--- config.mk ---
export PLATFORM = sky130hd
export DESIGN_NAME = modbus_rtu_response_decoder_flat
export DESIGN_NICKNAME = d
export VERILOG_FILES = /design/src/hw/rtl/rmd_pkg.sv /design/src/hw/rtl/rmd_ifs.sv /design/src/hw/rtl/rmd_in_stage.sv /design/src/hw/rtl/rmd_frame.sv /design/src/hw/rtl/rmd_out_reg.sv /design/src/hw/rtl/modbus_rtu_response_decoder.sv /design/src/flat_wrapper.sv
export SDC_FILE = /design/constraint.sdc
export NUM_CORES = 1
export LEC_CHECK = 0
export ABC_AREA = 1
export BUFFER_PORTS_ARGS = -buffer_cell sky130_fd_sc_hd__buf_2
export CORE_UTILIZATION = 57
export CTS_BUF_LIST = sky130_fd_sc_hd__clkbuf_4
export DETAILED_ROUTE_END_ITERATION = 6
export HOLD_SLACK_MARGIN = 0.05
export PLACE_DENSITY = 0.86
export SYNTH_ARGS = -nofsm -noshare
export SYNTH_HDL_FRONTEND = slang
export SYNTH_SLANG_ARGS = --single-unit
export TNS_END_PERCENT = 5
--- constraint.sdc ---
create_clock -name clk -period 3.2 [get_ports clk]
set_input_delay 0 -clock clk [delete_from_list [all_inputs] [get_ports clk]]
set_output_delay 0 -clock clk [all_outputs]
set_load 0.05 [all_outputs]
--- src/hw/rtl/rmd_pkg.sv ---
// Shared types, constants and functions of the Modbus RTU response decoder.
// No dependencies; imported by the decoder modules and the checker.
`timescale 1ns / 1ps
`default_nettype none

package rmd_pkg;

  localparam int MAX_FRAME_DEF = 256;
  localparam int SLOTS_DEF     = 32;

  localparam int CFG_INDEX_W = 3;
  localparam int CFG_DATA_W  = 7;

  // Configuration register indexes
  localparam logic [CFG_INDEX_W-1:0] REG_VALUE_COUNT   = 3'd0;
  localparam logic [CFG_INDEX_W-1:0] REG_REGISTER_SIZE = 3'd1;
  localparam logic [CFG_INDEX_W-1:0] REG_VALUE_TYPE    = 3'd2;
  localparam logic [CFG_INDEX_W-1:0] REG_WORD_ORDER    = 3'd3;
  localparam logic [CFG_INDEX_W-1:0] REG_BYTE_ORDER    = 3'd4;

  // Value types
  localparam logic [2:0] TYPE_INT16   = 3'd0;
  localparam logic [2:0] TYPE_UINT16  = 3'd1;
  localparam logic [2:0] TYPE_INT32   = 3'd2;
  localparam logic [2:0] TYPE_FLOAT32 = 3'd4;

  // Function codes
  localparam logic [7:0] FC_READ_COILS      = 8'h01;
  localparam logic [7:0] FC_READ_DISCRETE   = 8'h02;
  localparam logic [7:0] FC_READ_HOLDING    = 8'h03;
  localparam logic [7:0] FC_READ_INPUT_REGS = 8'h04;

  localparam logic [15:0] CRC_INIT = 16'hFFFF;
  localparam logic [15:0] CRC_POLY = 16'hA001;

  typedef enum logic [2:0] {
    ST_VALUE_OK     = 3'd0,
    ST_COILS_OK     = 3'd1,
    ST_UNKNOWN_FUNC = 3'd2,
    ST_CRC_ERROR    = 3'd3,
    ST_EXCEPTION    = 3'd4,
    ST_BAD_TYPE     = 3'd5,
    ST_SHORT_FRAME  = 3'd6,
    ST_TOO_LONG     = 3'd7
  } status_t;

  typedef struct packed {
    logic [6:0] value_count;
    logic       register_size;
    logic [2:0] value_type;
    logic       word_order;
    logic       byte_order;
  } cfg_t;

  typedef struct packed {
    logic [7:0] rx_byte;
    logic       last_byte;
    logic [4:0] slot;
  } item_t;

  typedef struct packed {
    status_t     status;
    logic [31:0] value_bits;
    logic [2:0]  value_kind;
    logic [7:0]  exception_code;
    logic [7:0]  function_code;
    logic [4:0]  slot_out;
  } result_t;

  // One byte through the reflected CRC-16, a bit per step
  function automatic logic [15:0] crc16_byte(input logic [15:0] crc, input logic [7:0] b);
    logic [15:0] c;
    c = crc ^ {8'h00, b};
    for (int i = 0; i < 8; i++) begin
      c = c[0] ? ((c >> 1) ^ CRC_POLY) : (c >> 1);
    end
    return c;
  endfunction

  // Bytes per value: 0 for a type that is invalid with this register size
  function automatic logic [2:0] value_width(input cfg_t cfg);
    logic [2:0] w;
    if (cfg.register_size) begin
      w = (cfg.value_type >= TYPE_INT32 && cfg.value_type <= TYPE_FLOAT32) ? 3'd4 : 3'd0;
    end else if (cfg.value_type <= TYPE_UINT16) begin
      w = 3'd2;
    end else begin
      w = (cfg.value_type <= TYPE_FLOAT32) ? 3'd4 : 3'd0;
    end
    return w;
  endfunction

  // Number of values to decode from the frame
  function automatic logic [6:0] value_total(input cfg_t cfg);
    logic [2:0] w;
    logic [6:0] n;
    w = value_width(cfg);
    if (w == 3'd0) begin
      n = 7'd0;
    end else if (!cfg.register_size && w == 3'd4) begin
      n = cfg.value_count >> 1;
    end else begin
      n = cfg.value_count;
    end
    return n;
  endfunction

endpackage

`default_nettype wire

--- src/hw/rtl/rmd_ifs.sv ---
// Valid/ready channel interfaces for the Modbus RTU response decoder.
// Standalone; used by the top level and the checker.
`timescale 1ns / 1ps
`default_nettype none

interface rmd_in_if;
  logic       valid;
  logic       ready;
  logic [7:0] rx_byte;
  logic       last_byte;
  logic [4:0] slot;

  modport source (output valid, rx_byte, last_byte, slot, input ready);
  modport sink (input valid, rx_byte, last_byte, slot, output ready);
endinterface

interface rmd_out_if;
  logic        valid;
  logic        ready;
  logic [2:0]  status;
  logic [31:0] value_bits;
  logic [2:0]  value_kind;
  logic [7:0]  exception_code;
  logic [7:0]  function_code;
  logic [4:0]  slot_out;

  modport source (output valid, status, value_bits, value_kind, exception_code,
                  function_code, slot_out, input ready);
  modport sink (input valid, status, value_bits, value_kind, exception_code,
                function_code, slot_out, output ready);
endinterface

`default_nettype wire

--- src/hw/rtl/rmd_in_stage.sv ---
// Input register of the decoder: holds one received byte item until the
// frame logic takes it. Depends on rmd_pkg.
`timescale 1ns / 1ps
`default_nettype none

module rmd_in_stage (
  input  logic           clk,
  input  logic           rst,
  input  logic           in_valid,
  output logic           in_ready,
  input  rmd_pkg::item_t in_item,
  input  logic           advance,
  output logic           s_valid,
  output rmd_pkg::item_t s_item
);
  import rmd_pkg::*;

  // Accept when empty or when the held item moves on this cycle
  assign in_ready = !s_valid || advance;

  always_ff @(posedge clk) begin
    if (rst) begin
      s_valid <= 1'b0;
    end else if (in_valid && in_ready) begin
      s_valid <= 1'b1;
    end else if (advance) begin
      s_valid <= 1'b0;
    end
  end

  // Payload needs no reset
  always_ff @(posedge clk) begin
    if (in_valid && in_ready) begin
      s_item <= in_item;
    end
  end

endmodule

`default_nettype wire

--- src/hw/rtl/rmd_frame.sv ---
// Frame state of the decoder: delay of the two newest bytes, CRC, function
// code capture, value assembly and the end-of-frame status. Depends on rmd_pkg.
`timescale 1ns / 1ps
`default_nettype none

module rmd_frame #(
  parameter int MAX_FRAME = rmd_pkg::MAX_FRAME_DEF,
  parameter int SLOTS     = rmd_pkg::SLOTS_DEF
) (
  input  logic             clk,
  input  logic             rst,
  input  logic             step,
  input  rmd_pkg::item_t   item,
  input  rmd_pkg::cfg_t    cfg,
  output rmd_pkg::result_t result
);
  import rmd_pkg::*;

  localparam int POS_W = $clog2(MAX_FRAME + 2);
  localparam int LEN_W = (POS_W > 10) ? POS_W : 10;
  localparam logic [POS_W-1:0] POS_MAX = POS_W'(MAX_FRAME);

  logic [15:0]      crc_accum, crc_accum_next;
  logic [POS_W-1:0] byte_position, byte_position_next;
  logic [15:0]      held_bytes, held_bytes_next;
  logic [7:0]       func_byte, func_byte_next;
  logic [7:0]       exc_byte, exc_byte_next;
  logic [31:0]      assembly_word, assembly_word_next;
  logic [1:0]       bytes_in_word, bytes_in_word_next;
  logic [6:0]       values_done, values_done_next;
  logic [31:0]      last_value, last_value_next;

  logic [7:0]       take_b;
  logic             take;
  logic [POS_W-1:0] take_pos;
  logic [2:0]       width;
  logic [6:0]       total;
  logic             decode_en;
  logic [1:0]       lane;
  logic [31:0]      asm_base;
  logic [31:0]      asm_new;
  logic             word_done;
  logic [31:0]      word_value;
  logic [LEN_W-1:0] len;
  logic [LEN_W-1:0] need;
  logic             crc_bad;
  logic [4:0]       slot_tbl [32];

  // Slot reduction table, worked out at elaboration
  for (genvar g = 0; g < 32; g++) begin : g_slot
    assign slot_tbl[g] = 5'(g % SLOTS);
  end

  assign take_b    = held_bytes[15:8];
  assign take      = byte_position >= POS_W'(2);
  assign take_pos  = byte_position - POS_W'(2);
  assign width     = value_width(cfg);
  assign total     = value_total(cfg);
  assign decode_en = take && (take_pos >= POS_W'(3)) &&
                     (func_byte == FC_READ_HOLDING || func_byte == FC_READ_INPUT_REGS) &&
                     (width != 3'd0) && (values_done < total);

  // Byte lane of the arriving data byte
  assign lane = (width == 3'd4) ? (bytes_in_word ^ {cfg.word_order, cfg.byte_order})
                                : {1'b0, bytes_in_word[0] ^ cfg.byte_order};
  assign asm_base  = (bytes_in_word == 2'd0) ? 32'h0 : assembly_word;
  assign asm_new   = asm_base | ({24'h0, take_b} << {lane, 3'b000});
  assign word_done = (width == 3'd4) ? (bytes_in_word == 2'd3) : (bytes_in_word != 2'd0);

  always_comb begin
    if (width == 3'd4) begin
      word_value = asm_new;
    end else if (cfg.value_type == TYPE_INT16) begin
      word_value = {{16{asm_new[15]}}, asm_new[15:0]};
    end else begin
      word_value = {16'h0, asm_new[15:0]};
    end
  end

  // Advance the frame state by one byte
  always_comb begin
    crc_accum_next     = crc_accum;
    func_byte_next     = func_byte;
    exc_byte_next      = exc_byte;
    assembly_word_next = assembly_word;
    bytes_in_word_next = bytes_in_word;
    values_done_next   = values_done;
    last_value_next    = last_value;
    if (take) begin
      crc_accum_next = crc16_byte(crc_accum, take_b);
      if (take_pos == POS_W'(1)) begin
        func_byte_next = take_b;
      end
      if (take_pos == POS_W'(2)) begin
        exc_byte_next = take_b;
      end
    end
    if (decode_en) begin
      assembly_word_next = asm_new;
      if (word_done) begin
        last_value_next    = word_value;
        values_done_next   = values_done + 7'd1;
        bytes_in_word_next = 2'd0;
      end else begin
        bytes_in_word_next = bytes_in_word + 2'd1;
      end
    end
    held_bytes_next    = {held_bytes[7:0], item.rx_byte};
    byte_position_next = (byte_position <= POS_MAX) ? byte_position + POS_W'(1)
                                                    : byte_position;
  end

  // End-of-frame status
  assign len     = LEN_W'(byte_position_next);
  assign need    = LEN_W'(5) + ((width == 3'd4) ? LEN_W'({total, 2'b00})
                                                : LEN_W'({total, 1'b0}));
  assign crc_bad = (crc_accum_next[7:0] != held_bytes_next[15:8]) ||
                   (crc_accum_next[15:8] != held_bytes_next[7:0]);

  always_comb begin
    result.status         = ST_UNKNOWN_FUNC;
    result.value_bits     = 32'h0;
    result.value_kind     = 3'd0;
    result.exception_code = 8'h0;
    result.function_code  = func_byte_next;
    result.slot_out       = slot_tbl[item.slot];
    priority if (len > LEN_W'(MAX_FRAME)) begin
      result.status = ST_TOO_LONG;
    end else if (len < LEN_W'(4)) begin
      result.status = ST_SHORT_FRAME;
    end else if (crc_bad) begin
      result.status = ST_CRC_ERROR;
    end else if (func_byte_next[7]) begin
      if (len < LEN_W'(5)) begin
        result.status = ST_SHORT_FRAME;
      end else begin
        result.status         = ST_EXCEPTION;
        result.exception_code = exc_byte_next;
      end
    end else if (func_byte_next == FC_READ_COILS || func_byte_next == FC_READ_DISCRETE) begin
      result.status = ST_COILS_OK;
    end else if (func_byte_next == FC_READ_HOLDING ||
                 func_byte_next == FC_READ_INPUT_REGS) begin
      if (width == 3'd0) begin
        result.status = ST_BAD_TYPE;
      end else if (len < need) begin
        result.status = ST_SHORT_FRAME;
      end else begin
        result.status     = ST_VALUE_OK;
        result.value_bits = last_value_next;
        result.value_kind = cfg.value_type;
      end
    end else begin
      result.status = ST_UNKNOWN_FUNC;
    end
  end

  // Hold state between bytes; clear it after the last byte of a frame
  always_ff @(posedge clk) begin
    if (rst || (step && item.last_byte)) begin
      crc_accum     <= CRC_INIT;
      byte_position <= '0;
      held_bytes    <= 16'h0;
      func_byte     <= 8'h0;
      exc_byte      <= 8'h0;
      assembly_word <= 32'h0;
      bytes_in_word <= 2'd0;
      values_done   <= 7'd0;
      last_value    <= 32'h0;
    end else if (step) begin
      crc_accum     <= crc_accum_next;
      byte_position <= byte_position_next;
      held_bytes    <= held_bytes_next;
      func_byte     <= func_byte_next;
      exc_byte      <= exc_byte_next;
      assembly_word <= assembly_word_next;
      bytes_in_word <= bytes_in_word_next;
      values_done   <= values_done_next;
      last_value    <= last_value_next;
    end
  end

endmodule

`default_nettype wire

--- src/hw/rtl/rmd_out_reg.sv ---
// Result register of the decoder: holds one status item until the receiver
// takes it. Depends on rmd_pkg.
`timescale 1ns / 1ps
`default_nettype none

module rmd_out_reg (
  input  logic             clk,
  input  logic             rst,
  input  logic             load,
  input  rmd_pkg::result_t load_data,
  output logic             free,
  output logic             out_valid,
  input  logic             out_ready,
  output rmd_pkg::result_t out_data
);
  import rmd_pkg::*;

  // Free when empty or when the held item leaves this cycle
  assign free = !out_valid || out_ready;

  always_ff @(posedge clk) begin
    if (rst) begin
      out_valid <= 1'b0;
    end else if (load) begin
      out_valid <= 1'b1;
    end else if (out_ready) begin
      out_valid <= 1'b0;
    end
  end

  always_ff @(posedge clk) begin
    if (load) begin
      out_data <= load_data;
    end
  end

endmodule

`default_nettype wire

--- src/hw/rtl/modbus_rtu_response_decoder.sv ---
// Modbus RTU response decoder, top level.
// Takes response bytes on req (rx_byte, last_byte, slot) and gives one status
// item on rsp for each frame, on its last byte. Configuration is a plain write
// port: cfg_we, cfg_index and cfg_data, written at any edge with cfg_we high.
// An accepted byte is held in the input register; its result, if any, is
// loaded into the result register as the byte moves on, which raises rsp.valid.
// Throughput: one byte per cycle, but for a waiting last byte. The byte CRC,
// the value assembly and the status decision sit between the input register
// and the result register. A byte that does not end a frame moves on whether
// rsp is stalled or not; a last byte waits in the input register while the
// result register is full, and req.ready drops only then.
// Reset clears both registers, the frame state (CRC to all ones) and the
// configuration to: one value, 16-bit registers, uint16, low word and low
// byte first.
// Depends on rmd_pkg, rmd_ifs, rmd_in_stage, rmd_frame and rmd_out_reg.
`timescale 1ns / 1ps
`default_nettype none

module modbus_rtu_response_decoder #(
  parameter int MAX_FRAME = rmd_pkg::MAX_FRAME_DEF,
  parameter int SLOTS     = rmd_pkg::SLOTS_DEF
) (
  input  logic                             clk,
  input  logic                             rst,
  rmd_in_if.sink                           req,
  rmd_out_if.source                        rsp,
  input  logic                             cfg_we,
  input  logic [rmd_pkg::CFG_INDEX_W-1:0]  cfg_index,
  input  logic [rmd_pkg::CFG_DATA_W-1:0]   cfg_data
);
  import rmd_pkg::*;

  cfg_t    cfg;
  item_t   in_item;
  item_t   s_item;
  logic    s_valid;
  logic    advance;
  logic    free;
  result_t frame_result;
  result_t out_data;

  // Configuration registers
  always_ff @(posedge clk) begin
    if (rst) begin
      cfg.value_count   <= 7'd1;
      cfg.register_size <= 1'b0;
      cfg.value_type    <= TYPE_UINT16;
      cfg.word_order    <= 1'b0;
      cfg.byte_order    <= 1'b0;
    end else if (cfg_we) begin
      unique case (cfg_index)
        REG_VALUE_COUNT:   cfg.value_count   <= cfg_data[6:0];
        REG_REGISTER_SIZE: cfg.register_size <= cfg_data[0];
        REG_VALUE_TYPE:    cfg.value_type    <= cfg_data[2:0];
        REG_WORD_ORDER:    cfg.word_order    <= cfg_data[0];
        REG_BYTE_ORDER:    cfg.byte_order    <= cfg_data[0];
        default: ;
      endcase
    end
  end

  assign in_item.rx_byte   = req.rx_byte;
  assign in_item.last_byte = req.last_byte;
  assign in_item.slot      = req.slot;

  // A held byte moves on unless it ends a frame and the result register is full
  assign advance = s_valid && (!s_item.last_byte || free);

  rmd_in_stage u_in_stage (
    .clk      (clk),
    .rst      (rst),
    .in_valid (req.valid),
    .in_ready (req.ready),
    .in_item  (in_item),
    .advance  (advance),
    .s_valid  (s_valid),
    .s_item   (s_item)
  );

  rmd_frame #(
    .MAX_FRAME (MAX_FRAME),
    .SLOTS     (SLOTS)
  ) u_frame (
    .clk    (clk),
    .rst    (rst),
    .step   (advance),
    .item   (s_item),
    .cfg    (cfg),
    .result (frame_result)
  );

  rmd_out_reg u_out_reg (
    .clk       (clk),
    .rst       (rst),
    .load      (advance && s_item.last_byte),
    .load_data (frame_result),
    .free      (free),
    .out_valid (rsp.valid),
    .out_ready (rsp.ready),
    .out_data  (out_data)
  );

  assign rsp.status         = out_data.status;
  assign rsp.value_bits     = out_data.value_bits;
  assign rsp.value_kind     = out_data.value_kind;
  assign rsp.exception_code = out_data.exception_code;
  assign rsp.function_code  = out_data.function_code;
  assign rsp.slot_out       = out_data.slot_out;

endmodule

`default_nettype wire

--- src/flat_wrapper.sv ---
// flat-port wrapper written by rule: the top's interface ports become plain ports
module modbus_rtu_response_decoder_flat import rmd_pkg::*;
#(
  parameter int MAX_FRAME = rmd_pkg::MAX_FRAME_DEF,
  parameter int SLOTS     = rmd_pkg::SLOTS_DEF
)
  (clk, rst, cfg_we, cfg_index, cfg_data, req_valid, req_rx_byte, req_last_byte, req_slot, req_ready, rsp_valid, rsp_status, rsp_value_bits, rsp_value_kind, rsp_exception_code, rsp_function_code, rsp_slot_out, rsp_ready);
  rmd_in_if req_i ();
  rmd_out_if rsp_i ();
  input  logic clk;
  input  logic rst;
  input  logic cfg_we;
  input  logic [rmd_pkg::CFG_INDEX_W-1:0] cfg_index;
  input  logic [rmd_pkg::CFG_DATA_W-1:0] cfg_data;
  input wire logic [$bits(req_i.valid)-1:0] req_valid;
  input wire logic [$bits(req_i.rx_byte)-1:0] req_rx_byte;
  input wire logic [$bits(req_i.last_byte)-1:0] req_last_byte;
  input wire logic [$bits(req_i.slot)-1:0] req_slot;
  output wire logic [$bits(req_i.ready)-1:0] req_ready;
  output wire logic [$bits(rsp_i.valid)-1:0] rsp_valid;
  output wire logic [$bits(rsp_i.status)-1:0] rsp_status;
  output wire logic [$bits(rsp_i.value_bits)-1:0] rsp_value_bits;
  output wire logic [$bits(rsp_i.value_kind)-1:0] rsp_value_kind;
  output wire logic [$bits(rsp_i.exception_code)-1:0] rsp_exception_code;
  output wire logic [$bits(rsp_i.function_code)-1:0] rsp_function_code;
  output wire logic [$bits(rsp_i.slot_out)-1:0] rsp_slot_out;
  input wire logic [$bits(rsp_i.ready)-1:0] rsp_ready;
  assign req_i.valid = req_valid;
  assign req_i.rx_byte = req_rx_byte;
  assign req_i.last_byte = req_last_byte;
  assign req_i.slot = req_slot;
  assign req_ready = req_i.ready;
  assign rsp_valid = rsp_i.valid;
  assign rsp_status = rsp_i.status;
  assign rsp_value_bits = rsp_i.value_bits;
  assign rsp_value_kind = rsp_i.value_kind;
  assign rsp_exception_code = rsp_i.exception_code;
  assign rsp_function_code = rsp_i.function_code;
  assign rsp_slot_out = rsp_i.slot_out;
  assign rsp_i.ready = rsp_ready;
  modbus_rtu_response_decoder #(.MAX_FRAME(MAX_FRAME), .SLOTS(SLOTS)) u_core (.clk(clk), .rst(rst), .req(req_i), .rsp(rsp_i), .cfg_we(cfg_we), .cfg_index(cfg_index), .cfg_data(cfg_data));
endmodule
# Yosys cells after proc, flatten, opt, wreduce, memory -nomap -nowiden
# Memory sizes are Yosys's and may differ from the RTL's. A register that Yosys moved wholly into a read port is not among the register bits.
# Index checks and enable logic that the tools add are counted.
# op_classes
addsub	5
n_lt_le_gt_ge	11
eq_ne	16
shift	1
muxes	41
bitwise	15
n_reduce_logical	40
# op_table
cell	count
32-bit two-way mux	5
16-bit two-way mux	9
8-bit two-way mux	4
32-bit bitwise OR	1
8-bit by 5-bit << shifter with 32-bit output	1
3-bit two-way mux	10
8-bit by 2-bit equality test with 1-bit output, second input constant	3
2-bit NOT with 3-bit output	8
9-bit by 2-bit greater-or-equal comparator with 1-bit output, second input constant	2
9-bit by 3-bit less-than comparator with 1-bit output, second input constant	2
9-bit two-way mux	2
8-bit by 3-bit equality test with 1-bit output, second input constant	2
8-bit inequality test	2
16-bit by 8-bit bitwise XOR with 16-bit output	1
7-bit two-way mux	2
2-bit AND reduction	6
3-bit by 9-bit adder with 10-bit output, first input constant	1
9-bit by 10-bit less-than comparator with 1-bit output	1
9-bit by 1-bit adder with 9-bit output, second input constant	1
9-bit by 1-bit equality test with 1-bit output, second input constant	1
9-bit by 2-bit equality test with 1-bit output, second input constant	1
9-bit > comparator, second input constant	1
9-bit less-or-equal comparator, second input constant	1
1-bit logical AND	9
29 further kinds	53
# word_totals
regBits	213
rom_bits	160
input_bits	29
output_inout_bits	61
word_cells	156
mem_count	1
# memory_table
name	depth	word_bits	rd	rd_clocked_by_memory_dff	write_ports	line	source
(name not given)	32	5	1	1	0	rmd_frame.sv:126	result.slot_out = slot_tbl[item.slot];

# Longest topological paths before layout
# depth
depth_word	22
mapped_depth	26
mapped_depth_nobuf	26

# Modules after synthesis
# A second synthesis with hierarchy kept.
# hier_totals
hier_cells	1534
area_unflattened_um2	11422.2
# modules_own_cells
module	instances	cells_per_inst	area_each_um2	seq_area_each_um2
rmd_frame	1	1354	8511.9	2602.5
rmd_out_reg	1	64	1814.2	1791.7
modbus_rtu_response_decoder	1	96	628.1	260.2
rmd_in_stage	1	20	467.9	440.4

# Worst setup path before layout
# Ideal clock, no wire load.
# synth_path
kind	reg2reg
start	register, netlist name u_core.cfg[4]
end	register, netlist name u_core.u_out_reg.out_data[27]
arrival_time_ns	2.906
required_ns	2.944
slack_ns	0.038
path_stages_with_launch	25
cell_sequence	dfxtp_1 > inv_2 > nand2_1 > o21ai_1 > inv_2 > nand3_1 > o21ai_1 > o21ai_0 > inv_1 > ha_1 > xor2_1 > ha_1 > inv_1 > nor3_1 > a211oi_1 > nand2_1 > nand3_1 > nand2_1 > nand2_1 > nand2_1 > nand2_1 > nor2_4 > nand4_4 > buf_6 > nor2_2
# synth_between
elab_chain_cells	12
elab_cells_between_ends	29
classes_between	add/sub: 1; order compare: 5; eq/ne: 1; shift: 1; mux: 13; bitwise: 1; reduce/logical: 7
# synth_rtl
element	line	source
3-bit less-or-equal comparator or 3-bit by 2-bit greater-or-equal comparator with 1-bit output (tied branches)	rmd_pkg.sv:84, rmd_pkg.sv:88	
3-bit two-way mux or 1-bit logical AND (tied branches)	rmd_pkg.sv:88, rmd_pkg.sv:84	
3-bit two-way mux (on tied branches)	rmd_pkg.sv:85, rmd_pkg.sv:84	
3-bit two-way mux (*)	rmd_pkg.sv:83	if (cfg.register_size) begin
3-bit equality test	-	
1-bit logical AND or 2-bit two-way mux (tied branches)	rmd_pkg.sv:100, rmd_frame.sv:64	
7-bit two-way mux or 8-bit by 5-bit << shifter with 32-bit output (tied branches)	rmd_pkg.sv:100, rmd_frame.sv:67	
7-bit two-way mux or 32-bit bitwise OR (tied branches)	rmd_pkg.sv:98, rmd_frame.sv:67	
9-bit two-way mux or 32-bit two-way mux (tied branches)	rmd_frame.sv:115, rmd_frame.sv:73	
3-bit by 9-bit adder with 10-bit output or 32-bit two-way mux (tied branches)	rmd_frame.sv:115, rmd_frame.sv:71	
9-bit by 10-bit less-than comparator with 1-bit output or 32-bit two-way mux (tied branches)	rmd_frame.sv:146, rmd_frame.sv:100	
8-bit OR reduction (no line) or 32-bit two-way mux (tied branches)	-	
# Every way passes the cells marked *; elsewhere a longest branch is shown, timed or not.
# A chain may end at the register's enable or synchronous reset.

# Final worst setup path
# layout_path
start	register, netlist name u_core.cfg[3]
end	register, netlist name u_core.u_out_reg.out_data[45]
# layout_between
elab_chain_cells	12
elab_cells_between_ends	30
classes_between	add/sub: 1; order compare: 5; eq/ne: 1; shift: 1; mux: 13; bitwise: 1; reduce/logical: 8
# layout_rtl
element	line
3-bit less-or-equal comparator or 3-bit by 2-bit greater-or-equal comparator with 1-bit output (tied branches)	rmd_pkg.sv:84, rmd_pkg.sv:88
3-bit two-way mux or 1-bit logical AND (tied branches)	rmd_pkg.sv:88, rmd_pkg.sv:84
3-bit two-way mux (on tied branches)	rmd_pkg.sv:85, rmd_pkg.sv:84
3-bit two-way mux	rmd_pkg.sv:83
3-bit equality test	-
1-bit logical AND or 2-bit two-way mux (tied branches)	rmd_pkg.sv:100, rmd_frame.sv:64
7-bit two-way mux or 8-bit by 5-bit << shifter with 32-bit output (tied branches)	rmd_pkg.sv:100, rmd_frame.sv:67
7-bit two-way mux or 32-bit bitwise OR (tied branches)	rmd_pkg.sv:98, rmd_frame.sv:67
9-bit two-way mux or 32-bit two-way mux (tied branches)	rmd_frame.sv:115, rmd_frame.sv:73
3-bit by 9-bit adder with 10-bit output or 32-bit two-way mux (tied branches)	rmd_frame.sv:115, rmd_frame.sv:71
9-bit by 10-bit less-than comparator with 1-bit output or 32-bit two-way mux (tied branches)	rmd_frame.sv:146, rmd_frame.sv:100
8-bit OR reduction (no line) or 32-bit two-way mux (tied branches)	-
# Parallel ways exist; a longest one is shown, timed or not.

==> summary.md <==
| Metric | Value |
|---|---|
| Status | `complete, but fails checks` |
| Violated checks | `setup timing` |
| Root Buffer | `clkbuf_4` |
| Commonest cells after routing, fill and taps aside | `362 x nand2_1, 214 x inv_1, 169 x a21oi_1` |
| Slew @ Worst Pin | `0.7889 ns` |
| Initial Utilization | `0.5872` |
| Yosys cell types | `44` |
| Post-synthesis share of cell area spent on xor and xnor gates | `0.01810` |
| H-tree depth | `2` |
| Max-cap viol count | `0` |
| Worst min path class | `in2reg` |
| Area grow syn2layout | `22.75%` |
| Core ar. | `19650 sq um` |
| Clk pwr share | `0.364` |
| Worst setup EP type | `flip-flop` |
| Final setup TNS | `-3.831 ns` |
| Share of post-route cells with drive strength above 1 | `0.2014` |
| Fin crit period | `3.345 ns` |
| Worst R2R Path Depth | `23` |
| Ys Warns | `0` |
| Internal power | `4536 uW` |
| Crit path cell chain | `o21ai_4 > nand2_2 > inv_2 > nand2_4 > nand3_1 > o21ai_0 > o21ai_1 > buf_4 > xor2_1 > ha_1 > inv_2 > nor3_2 > a211oi_1 > nand2_1 > nand3_1 > nand2_1 > nand2_1 > nand2_1 > nand2_2 > nor2_4 > nand4_4 > buf_12 > nor2_2` |
| 1st-iter DRT viols | `1190` |
| Rel. slew slack | `0.4740` |
| Number of global-route vias before repair | `10.69k` |
| Crit start category | `flip-flop` |
| PortBufs | `89` |
| Seq pwr share | `0.461` |
| Top cell by count, worst path | `nand2_1` |
| Post-Syn Area | `11540 sq um` |
| WL/cell | `15.07 microns` |
| First-pass GRT wire length | `50.69 mm` |
| Final setup vio count | `35` |
| Post-synth ARST share | `0` |
| CP required | `3.64 ns` |
| Avg Inst Size Synth | `7.323 sq um` |
| Switching Power | `1971 uW` |
| Synth Area in Simple Gates | `0.2437` |
| Worst skew pair latency | `0.73 ns` |
| Post-Synth Adder-Cell Area | `0.02602` |
| Critical Path Max Stage Delay | `0.34 ns` |
| Critical path buffers and inverters | `4` |
| Cts bufs inserted | `55` |
| Grt ovf | `0` |
| Combinational share of power | `0.175` |
| PwrDens | `459.3 nW/um^2` |
| Crit path depth | `23` |
| Post-synthesis mux area share | `0` |
| Net Sw Frac | `0.3029` |
| Synthesis-stage register bit count | `218` |
| Fmax achieved | `298.9 MHz` |
| Clock sink count | `218` |
| Clock Skews | `0.06434 ns` |
| Delay-heaviest family, CP | `simple AND/OR/NAND/NOR gates` |
| R2r startpoint | `u_core.cfg[3]$_SDFFE_PP0P_` |
| Antenna violations before repair | `2` |
| Hold path startpoint | `cfg_data[6]` |
| RD Place Congestion | `0.9416` |
| Io pins | `90` |
| CP max-delay cell | `dfxtp_2` |
| Maximum fanout along the worst path | `7` |
| EDFF count, synth | `73` |
| Max Slew Vio Count | `0` |
| Post-synth top flop | `dfxtp_1` |
| Die Span X | `144.3 microns` |
| Critical path type | `reg2reg` |
| Post-Syn Nets | `1629` |
| RSZ-0062 raised after global routing | `yes` |
| Fin nets | `1836` |
| Largest family of logic cells by synthesized area | `simple AND/OR/NAND/NOR gates` |
| Setup slack, reg-to-reg | `-0.15 ns` |
| Clk buf depth | `3` |
| Final hold viol count | `0` |
| Worst VDD drop | `0.3280 mV` |
| Antenna-violating nets left | `0` |
| Vias per cell | `5.426` |
| Detailed-route DRC error count | `0` |
| P_leak | `0.006020 uW` |
| CP endpoint | `u_core.u_out_reg.out_data[45]$_SDFFCE_PP0P_` |
| Commonest non-fill, non-tap cell in the layout | `nand2_1` |
| Crit path launch | `u_core.cfg[3]$_SDFFE_PP0P_` |
| Clock tree from TritonCTS | `done` |
| Crit path DAT | `3.78 ns` |
| Die Y | `144.3 microns` |
| Complex-gate fraction of the synthesized area | `0.1623` |
| First-pass detailed-route iteration total | `5` |
| Largest net degree at the start of global routing | `69` |
| Gate Count Post-Synth | `1576` |
| PnR worst setup slack | `-0.1454 ns` |
| Post-DP HPWL | `20.53 mm` |
| All-Layer GR Usage | `0.3081` |
| Crit share post-route | `1.045` |
| WL final | `31.54 mm` |
| Reg2reg end | `u_core.u_out_reg.out_data[45]$_SDFFCE_PP0P_` |
| Via count | `11.36k` |
| Seq/Total Area, Yosys | `0.4415` |
| Total Power | `6507 uW` |
| Die area | `20820 sq um` |
| CTS clock-pin slew for the worst setup and hold paths | `0.07 ns` |
| Row count | `51` |
==> sequential cells by signal, summed over array words and instances, names as in the netlist, 9 cells and up <==
signal and flops:
u_core.cfg 13, u_core.u_frame.assembly_word 32, u_core.u_frame.byte_position 9, u_core.u_frame.crc_accum 16
u_core.u_frame.held_bytes 16, u_core.u_frame.last_value 32, u_core.u_in_stage.s_item 14, u_core.u_out_reg.out_data 59
==> per-layer routing <==
layer,track usage,routed length (microns),up-vias
met5,0,18,-
met4,0.1363,944,2
met3,0.05199,2181,89
met2,0.5149,15030,481
met1,0.3902,13360,5202
li1,-,-,5582
==> worst min path at each step <==
stage	endpoint	slack [ns]	cells past startpoint
2_1_floorplan	u_core.u_in_stage.s_valid$_SDFFE_PP0P_	0.07	1
3_3_place_gp	u_core.u_in_stage.s_valid$_SDFFE_PP0P_	0.17	2
3_5_place_dp	u_core.u_in_stage.s_valid$_SDFFE_PP0P_	0.18	2
4_1_cts	u_core.cfg[6]$_SDFFE_PP1P_	0.15	4
5_1_grt	u_core.cfg[12]$_SDFFE_PP0P_	0.19	4
6_report	u_core.cfg[12]$_SDFFE_PP0P_	0.17	4
==> through the flow <==
| step | std cells | worst slack (ns) | hold WS, ns | area [sq um] | util |
|---|---|---|---|---|---|
| floorplan | 1576 | 0.03838 | 0.06907 | 11540 | - |
| global placement | 1924 | -0.06016 | 0.1726 | 12590 | 0.6406 |
| detailed placement | 1924 | -0.1658 | 0.1768 | 12590 | 0.6406 |
| CTS | 2089 | -0.07889 | 0.1513 | 14070 | 0.7158 |
| global route | 2093 | -0.2915 | 0.1934 | 14170 | 0.7208 |
| finish | 2093 | -0.1454 | 0.1656 | 14170 | 0.7208 |
==> logic make-up (layout without fill, tap and decap cells) <==
logic type / Yosys count / after routing
simple gates: 645 / 645
compound gates: 353 / 353
buf+inv: 313 / 564
flops: 218 / 218
fa+ha+maj: 24 / 24
xor+xnor: 23 / 23
other cells: 0 / 1
==> cell type report <==
cell class / count / area [sq um]
antenna: 1 / 2.502
clock buffer: 82 / 615.6
clock inverter: 19 / 88.84
fill: 1560 / 5488
inverter: 235 / 882.1
multi-input combinational: 1045 / 5374
sequential: 218 / 5097
tap: 265 / 331.6
timing repair buffer: 228 / 1774
==> worst min-delay path, stage by stage <==
cell and delay (ns):
dlygate4sd3_1 0.52, buf_2 0.10, o21ai_0 0.08, a21oi_1 0.11
==> power by group through the flow <==
| stage | combinational, uW | clock, uW | sequential [uW] |
|---|---|---|---|
| final | 1140 | 2370 | 3000 |
| after global routing | 1260 | 2530 | 3010 |
| after CTS | 1100 | 2390 | 3000 |
| after detailed placement | 1010 | 0 | 3060 |
| after global placement | 986 | 0 | 3050 |
| after floorplan | 647 | 0 | 3110 |
==> cells in the mapped netlist (all sizes together), types with 11 or more instances <==
master,count,area share
nand2,372,0.12
inv,235,0.076
a21oi,171,0.074
nor2,149,0.060
dfxtp,145,0.25
o21ai,133,0.059
edfxtp,73,0.19
nand3,64,0.028
clkbuf,50,0.016
nand4,39,0.023
o22ai,32,0.017
buf,28,0.016
ha,24,0.026
xor2,18,0.014
nor3,11,0.0048
==> timing repair <==
| item | in CTS | in global routing |
|---|---|---|
| endpoints found under the setup margin | 37 | 106 |
| gates resized for setup | 33 | 25 |
| endpoints found under the hold margin | 44 | 0 |
| buffers inserted | 5 | 3 |
| gates cloned | 2 | 0 |
| hold buffers | 58 | 0 |
| pin swaps | 15 | 9 |
(Power assumes the default switching activity.)
